[config.mk]
export PLATFORM = sky130hd
export DESIGN_NAME = wsfd_queue
export DESIGN_NICKNAME = d
export VERILOG_FILES = /design/src/sv/wsfd_pkg.sv /design/src/sv/wsfd_queue.sv
export SDC_FILE = /design/constraint.sdc
export NUM_CORES = 1
export LEC_CHECK = 0
export ABC_AREA = 0
export BUFFER_PORTS_ARGS = -buffer_cell sky130_fd_sc_hd__buf_4
export CAP_MARGIN = 0
export CORE_MARGIN = 5
export CORE_UTILIZATION = 25
export DETAILED_ROUTE_END_ITERATION = 12
export GPL_ROUTABILITY_DRIVEN = 0
export PLACE_DENSITY = 0.54
export REMOVE_ABC_BUFFERS = 1
export SLEW_MARGIN = 20
export SYNTH_ARGS = -nofsm -noshare
export SYNTH_HDL_FRONTEND = slang
export SYNTH_SLANG_ARGS = --single-unit
[constraint.sdc]
create_clock -name clk -period 2.37 [get_ports clk]
set_clock_uncertainty 0.1 [all_clocks]
set_input_delay 0 -clock clk [delete_from_list [all_inputs] [get_ports clk]]
set_output_delay 0 -clock clk [all_outputs]
set_load 0.02 [all_outputs]
[src/sv/wsfd_pkg.sv]
`default_nettype none
// ----------------------------------------------------------------------------
// wsfd_pkg: shared types and constants of the frame decoder
// Beat types, parse phases, status codes and header field constants.
// ----------------------------------------------------------------------------
package wsfd_pkg;

  localparam int QUEUE_DEPTH_DEFAULT = 2;

  localparam logic [3:0] OPCODE_TEXT  = 4'h1;
  localparam logic [6:0] LEN_EXT16    = 7'd126;
  localparam logic [6:0] LEN_EXT64    = 7'd127;

  typedef enum logic [2:0] {
    PH_HDR0 = 3'd0,
    PH_HDR1 = 3'd1,
    PH_EXT  = 3'd2,
    PH_KEY  = 3'd3,
    PH_PAY  = 3'd4,
    PH_DONE = 3'd5
  } phase_t;

  typedef enum logic [1:0] {
    ST_OK      = 2'd0,
    ST_TRUNC   = 2'd1,
    ST_NOTTEXT = 2'd2,
    ST_LONG    = 2'd3
  } status_t;

  // input beat
  typedef struct packed {
    logic [7:0] in_byte;
    logic       buffer_end;
  } in_item_t;

  // result beat
  typedef struct packed {
    logic       payload_valid;
    logic [7:0] payload_byte;
    logic       status_valid;
    logic [1:0] status;
  } out_item_t;

  // classified beat, front to back
  typedef struct packed {
    logic       payload_valid;
    logic [7:0] data_byte;
    logic [7:0] key_byte;
    logic       status_valid;
    logic [1:0] status;
  } front_item_t;

endpackage : wsfd_pkg
`default_nettype wire

[src/sv/wsfd_queue.sv]
`default_nettype none
// ----------------------------------------------------------------------------
// wsfd_queue: small FIFO between parser and output stage
// Register-based circular buffer of classified beats.
// ----------------------------------------------------------------------------
module wsfd_queue
  import wsfd_pkg::*;
#(
  parameter int DEPTH = QUEUE_DEPTH_DEFAULT
) (
  input  wire logic        clk,
  input  wire logic        rst,
  input  wire logic        push,
  input  wire front_item_t push_item,
  output      logic        full,
  input  wire logic        pop,
  output      front_item_t pop_item,
  output      logic        empty
);

  localparam int AW = (DEPTH > 1) ? $clog2(DEPTH) : 1;
  localparam int CW = $clog2(DEPTH + 1);
  localparam logic [AW-1:0] LAST_PTR = AW'(DEPTH - 1);

  front_item_t       entries [DEPTH];
  logic [AW-1:0]     wr_ptr, rd_ptr;
  logic [CW-1:0]     count;

  assign full     = (count == CW'(DEPTH));
  assign empty    = (count == '0);
  assign pop_item = entries[rd_ptr];

  always_ff @(posedge clk) begin
    if (push) entries[wr_ptr] <= push_item;
  end

  always_ff @(posedge clk) begin
    if (rst) begin
      wr_ptr <= '0;
      rd_ptr <= '0;
      count  <= '0;
    end else begin
      if (push) wr_ptr <= (wr_ptr == LAST_PTR) ? '0 : wr_ptr + AW'(1);
      if (pop)  rd_ptr <= (rd_ptr == LAST_PTR) ? '0 : rd_ptr + AW'(1);
      if (push && !pop)      count <= count + CW'(1);
      else if (pop && !push) count <= count - CW'(1);
    end
  end

endmodule : wsfd_queue
`default_nettype wire

# Word level (Yosys, flattened, before mapping)
# Memories as Yosys holds them, arrays and structs flattened. A register that Yosys moved wholly into a read port is not among the register bits.
# Cells that the tools add are included.
# word_totals
regBits,4
mem_bits_rw,40
in_bits,24
memories,1
# op_classes
n_addsub,4
eq_ne,1
muxes,8
reduce_logical,6
# memory_table
memory,words,width,read_ports,rd_clocked_by_memory_dff,wr,line,source
entries,2,20,1,1,1,wsfd_queue.sv:25,front_item_t entries [DEPTH];
# ops
operator,n
$mux 1,6
$mux 2,2
$add 1x1->1 const B,2
$add 2x1->2 const B,1
$eq 2x2->1 const B,1
$logic_and 1x1->1,2
$logic_not 1->1,2
$logic_not 2->1,1
$reduce_bool 2->1,1
$sub 2x1->2 const B,1

# Longest topological paths before layout
# depth
depth_word,4
ltp_mapped,5

# Worst setup path after synthesis
# OpenSTA, ideal clock, no wires.
# synth_path
kind,register -> register
start,reg wr_ptr
end,"mem entries[0][0] (netlist name), enable pin"
setup_time_ns,0.399
arrival_time_ns,1.240
t_required_ns,1.871
slack_ns,0.631
stages_incl_launch_ff,2
n_path_buf,0
path_cell_list,dfxtp_1 nor2b_1
# synth_lines
item,line,source
from (decl),wsfd_queue.sv:26,"logic [AW-1:0] wr_ptr, rd_ptr;"
from (signal assigned),wsfd_queue.sv:43,if (push) wr_ptr <= (wr_ptr == LAST_PTR) ? '0 : wr_ptr + AW'(1);
to (decl),wsfd_queue.sv:25,
# Straight into the memory's write port.

==> metrics.csv <==
stage,metric,value,unit
worst_setup_path,critical path type,reg -> out,
yosys,"FF+latch count, synth",45,
pwr,Net Sw Frac,22.54,%
timing,final period utilization,63.64,%
timing,post-layout minimum cycle time,1508,ps
yosys,count of flip-flops with a built-in enable after synthesis,40,
yosys,"count leader, synth",edfxtp_1,
detailed_routing,DR WL/cell,13.29,um
clock_network,Num Clock Sinks,45,
status,status,completed,
yosys,"Cell Area, Synth",1644,um2
worst_setup_path,R2R cell count,2,
placement,Area after DPL,2106,um2
pwr,worst vdd ir,0.4314,mV
global_routing,grt total ovfl,0,
timing,setup tns final,0,ps
die,num rows,29,
detailed_routing,DR DRC count,0,
yosys,synth top area cells,"edfxtp_1 73%, mux2_2 14%, dfxtp_1 6.1%, nor2_1 1.1%, xnor2_1 1.1%",
timing,Slew HR,68.36,%
layout,Layout area overhead,49.39,%
clock_network,total CTS buffers,5,
yosys,Netlist cell types,15,
clock_network,Clock Latency Late Sink,280,ps
pwr,net switching power figure,0.0004058,W
worst_setup_path,crit path capture type,output pin,
global_routing,antenna violations before repair,0,
yosys,"Seq/Total Area, Yosys",79.15,%
detailed_routing,"antenna viol nets, final",0,
global_routing,Tot GR Track Use,8.355,%
clock_network,CTS tree,built,
layout,area of the multi-input gates,331.6,um2
placement,number of I/O port buffers,45,
pwr,Reg power frac,52.0,%
pwr,total power,0.001800,W
layout,fill cell count,603,
yosys,Synth async-reset ratio,0,%
placement,placed insts,207,
pwr,Leakage,0.9338,nW
layout,share of layout cells above drive strength 1,47.53,%
placement,Post-DP HPWL,2.142,mm
layout,storage element area,1301,um2
yosys,top cell type by total area after synthesis,edfxtp_1,
detailed_routing,drt first pass iters,4,
detailed_routing,DRT iter0 DRCs,69,
timing,endpoints failing setup,0,
layout,Nets,186,
clock_network,clk slew on worst S/H paths,80,ps
pwr,pwr/cell area,732.8,nW/um2
yosys,Synth top cells by count,"40 x edfxtp_1, 20 x mux2_2, 5 x dfxtp_1, 5 x nor2_1",
die,IO Pins,46,
global_routing,number of global-route vias before repair,1123,
pwr,Comb power frac,17.5,%
layout,n_diodes,0,
detailed_routing,via count,964,
worst_setup_path,WP data arrival,1410,ps
detailed_routing,"wirelength, routed",3.177,mm
flow_run,Max Cap Viol,0,
die,total core area,6386,um2
die,Starting Density,25.74,%
die,area of the die,8298,um2
global_routing,largest net degree at the start of global routing,21,
layout,Final Core Density,38.46,%
clock_network,H-tree level count,2,
timing,Final Max Slew Viols,0,
timing,Worst-Margin Slew,474.6,ps
worst_setup_path,CP Max Fanout,20,
timing,unrepaired setup endpoints after global routing,false,
yosys,most common flop cell mapped by yosys,edfxtp_1,
clock_network,root buffer cell,clkbuf_8,
pwr,Internal,0.001394,W
detailed_routing,drt via density,4.033,
timing,max frequency,663.0,MHz
worst_hold_path,Worst Hold Class,in -> reg,
worst_setup_path,critical path required time,2270,ps
die,Chip Width,91.10,um
clock_network,clk buf depth,2,
yosys,synth warn,0,
layout,final instance area,2456,um2
timing,final hold vios,0,
yosys,Yosys top cell area share,73.06,%
worst_hold_path,number of cells on the worst hold path,2,
yosys,syn avg cell area,19.57,um2
layout,Finished Layout Cells,239,
yosys,Post-Syn Instances,84,
global_routing,first-pass GRT wire length,5.451,mm
worst_setup_path,crit start category,flop,
die,Chip Height,91.10,um
pwr,clock share of power,30.5,%
-- metrics by stage --
stage / hold WS [ps] / setup WS (ps)
finish: 338.2 / 861.8
global route: 334.7 / 772.5
CTS: 325.9 / 817.7
detailed placement: 89.17 / 953.6
global placement: 86.85 / 999.9
floorplan: -30.93 / 630.6
-- power by group through the flow --
stage	sequential [W]	clock [W]	combinational [W]
after detailed placement	0.000955	0	0.000286
after global routing	0.000943	0.000606	0.000342
final	0.000937	0.000549	0.000314
after global placement	0.000952	0	0.000281
after floorplan	0.000959	0	0.000143
after CTS	0.000937	0.000573	0.000321
-- placed cells by master, fill, tap and decap left out --
cell	netlist	routed
buf_4	0	47
edfxtp_1	40	40
dlygate4sd3_1	0	24
mux2_2	20	20
nor2_1	5	5
dfxtp_1	5	5
clkbuf_8	0	5
xor2_1	2	2
xnor2_1	2	2
inv_1	1	1
and2_1	1	1
and2b_2	1	1
nor2b_2	0	1
o21ai_0	1	1
or3_1	1	1
a21oi_1	1	1
ha_1	1	1
bufinv_16	0	1
clkinvlp_4	0	1
clkinv_1	0	1
buf_12	0	1
-- metal layers --
metal,GRT usage (%),share of wire [%]
met3,2.975,6.0
met4,2.934,0.38
met2,14.72,52
met5,0,0
met1,9.272,41
-- cell families (layout without fill, tap and decap cells) --
kind of cell,after synthesis,after routing,synth area share [%]
and+or+nand+nor,9,9,2.817
buffers and inverters,3,81,0.8369
xor gates and xnor gates,4,4,2.131
AOI/OAI and AO/OA,2,2,0.6082
DFF,45,45,79.15
muxes,20,20,13.70
adders and majority gates,1,1,0.7609
-- final timing paths --
check / startpoint / end / slack [ps]
worst min register to register: count[1] / count[1] / 420
worst max-delay path: flop / pop_item[14] / 860
worst min-delay path: push_item[14] / entries[1][14] / 340
worst max register to register: wr_ptr / entries[1][15] / 950
-- area by class of cell --
type                    instances  share of cell area (%)
multi-input cells              36                   13.50
clock inverters                 3                   1.681
clock buffers                   5                   2.802
well taps                      77                   3.923
repair buffers                 72                   24.96
flip-flops and latches         45                   52.98
inverters                       1                  0.1528
-- flip-flops by register name (all words and copies together), names as in the netlist, named ones only --
signal	flops
count	2
entries	40
rd_ptr	1
wr_ptr	1
-- repair_timing --
| action | 4_1_cts | 5_1_grt |
|---|---|---|
| gates resized for setup | 0 | 0 |
| buffers inserted | 0 | 0 |
| endpoints found under the hold margin | 45 | 0 |
| hold buffers | 24 | 0 |
-- worst max-delay path, stage by stage (launching register included) --
cell and delay (ps):
dfxtp_1 310, buf_4 270, mux2_2 380, buf_4 160
Note: power is estimated with default switching activity, not from simulation.
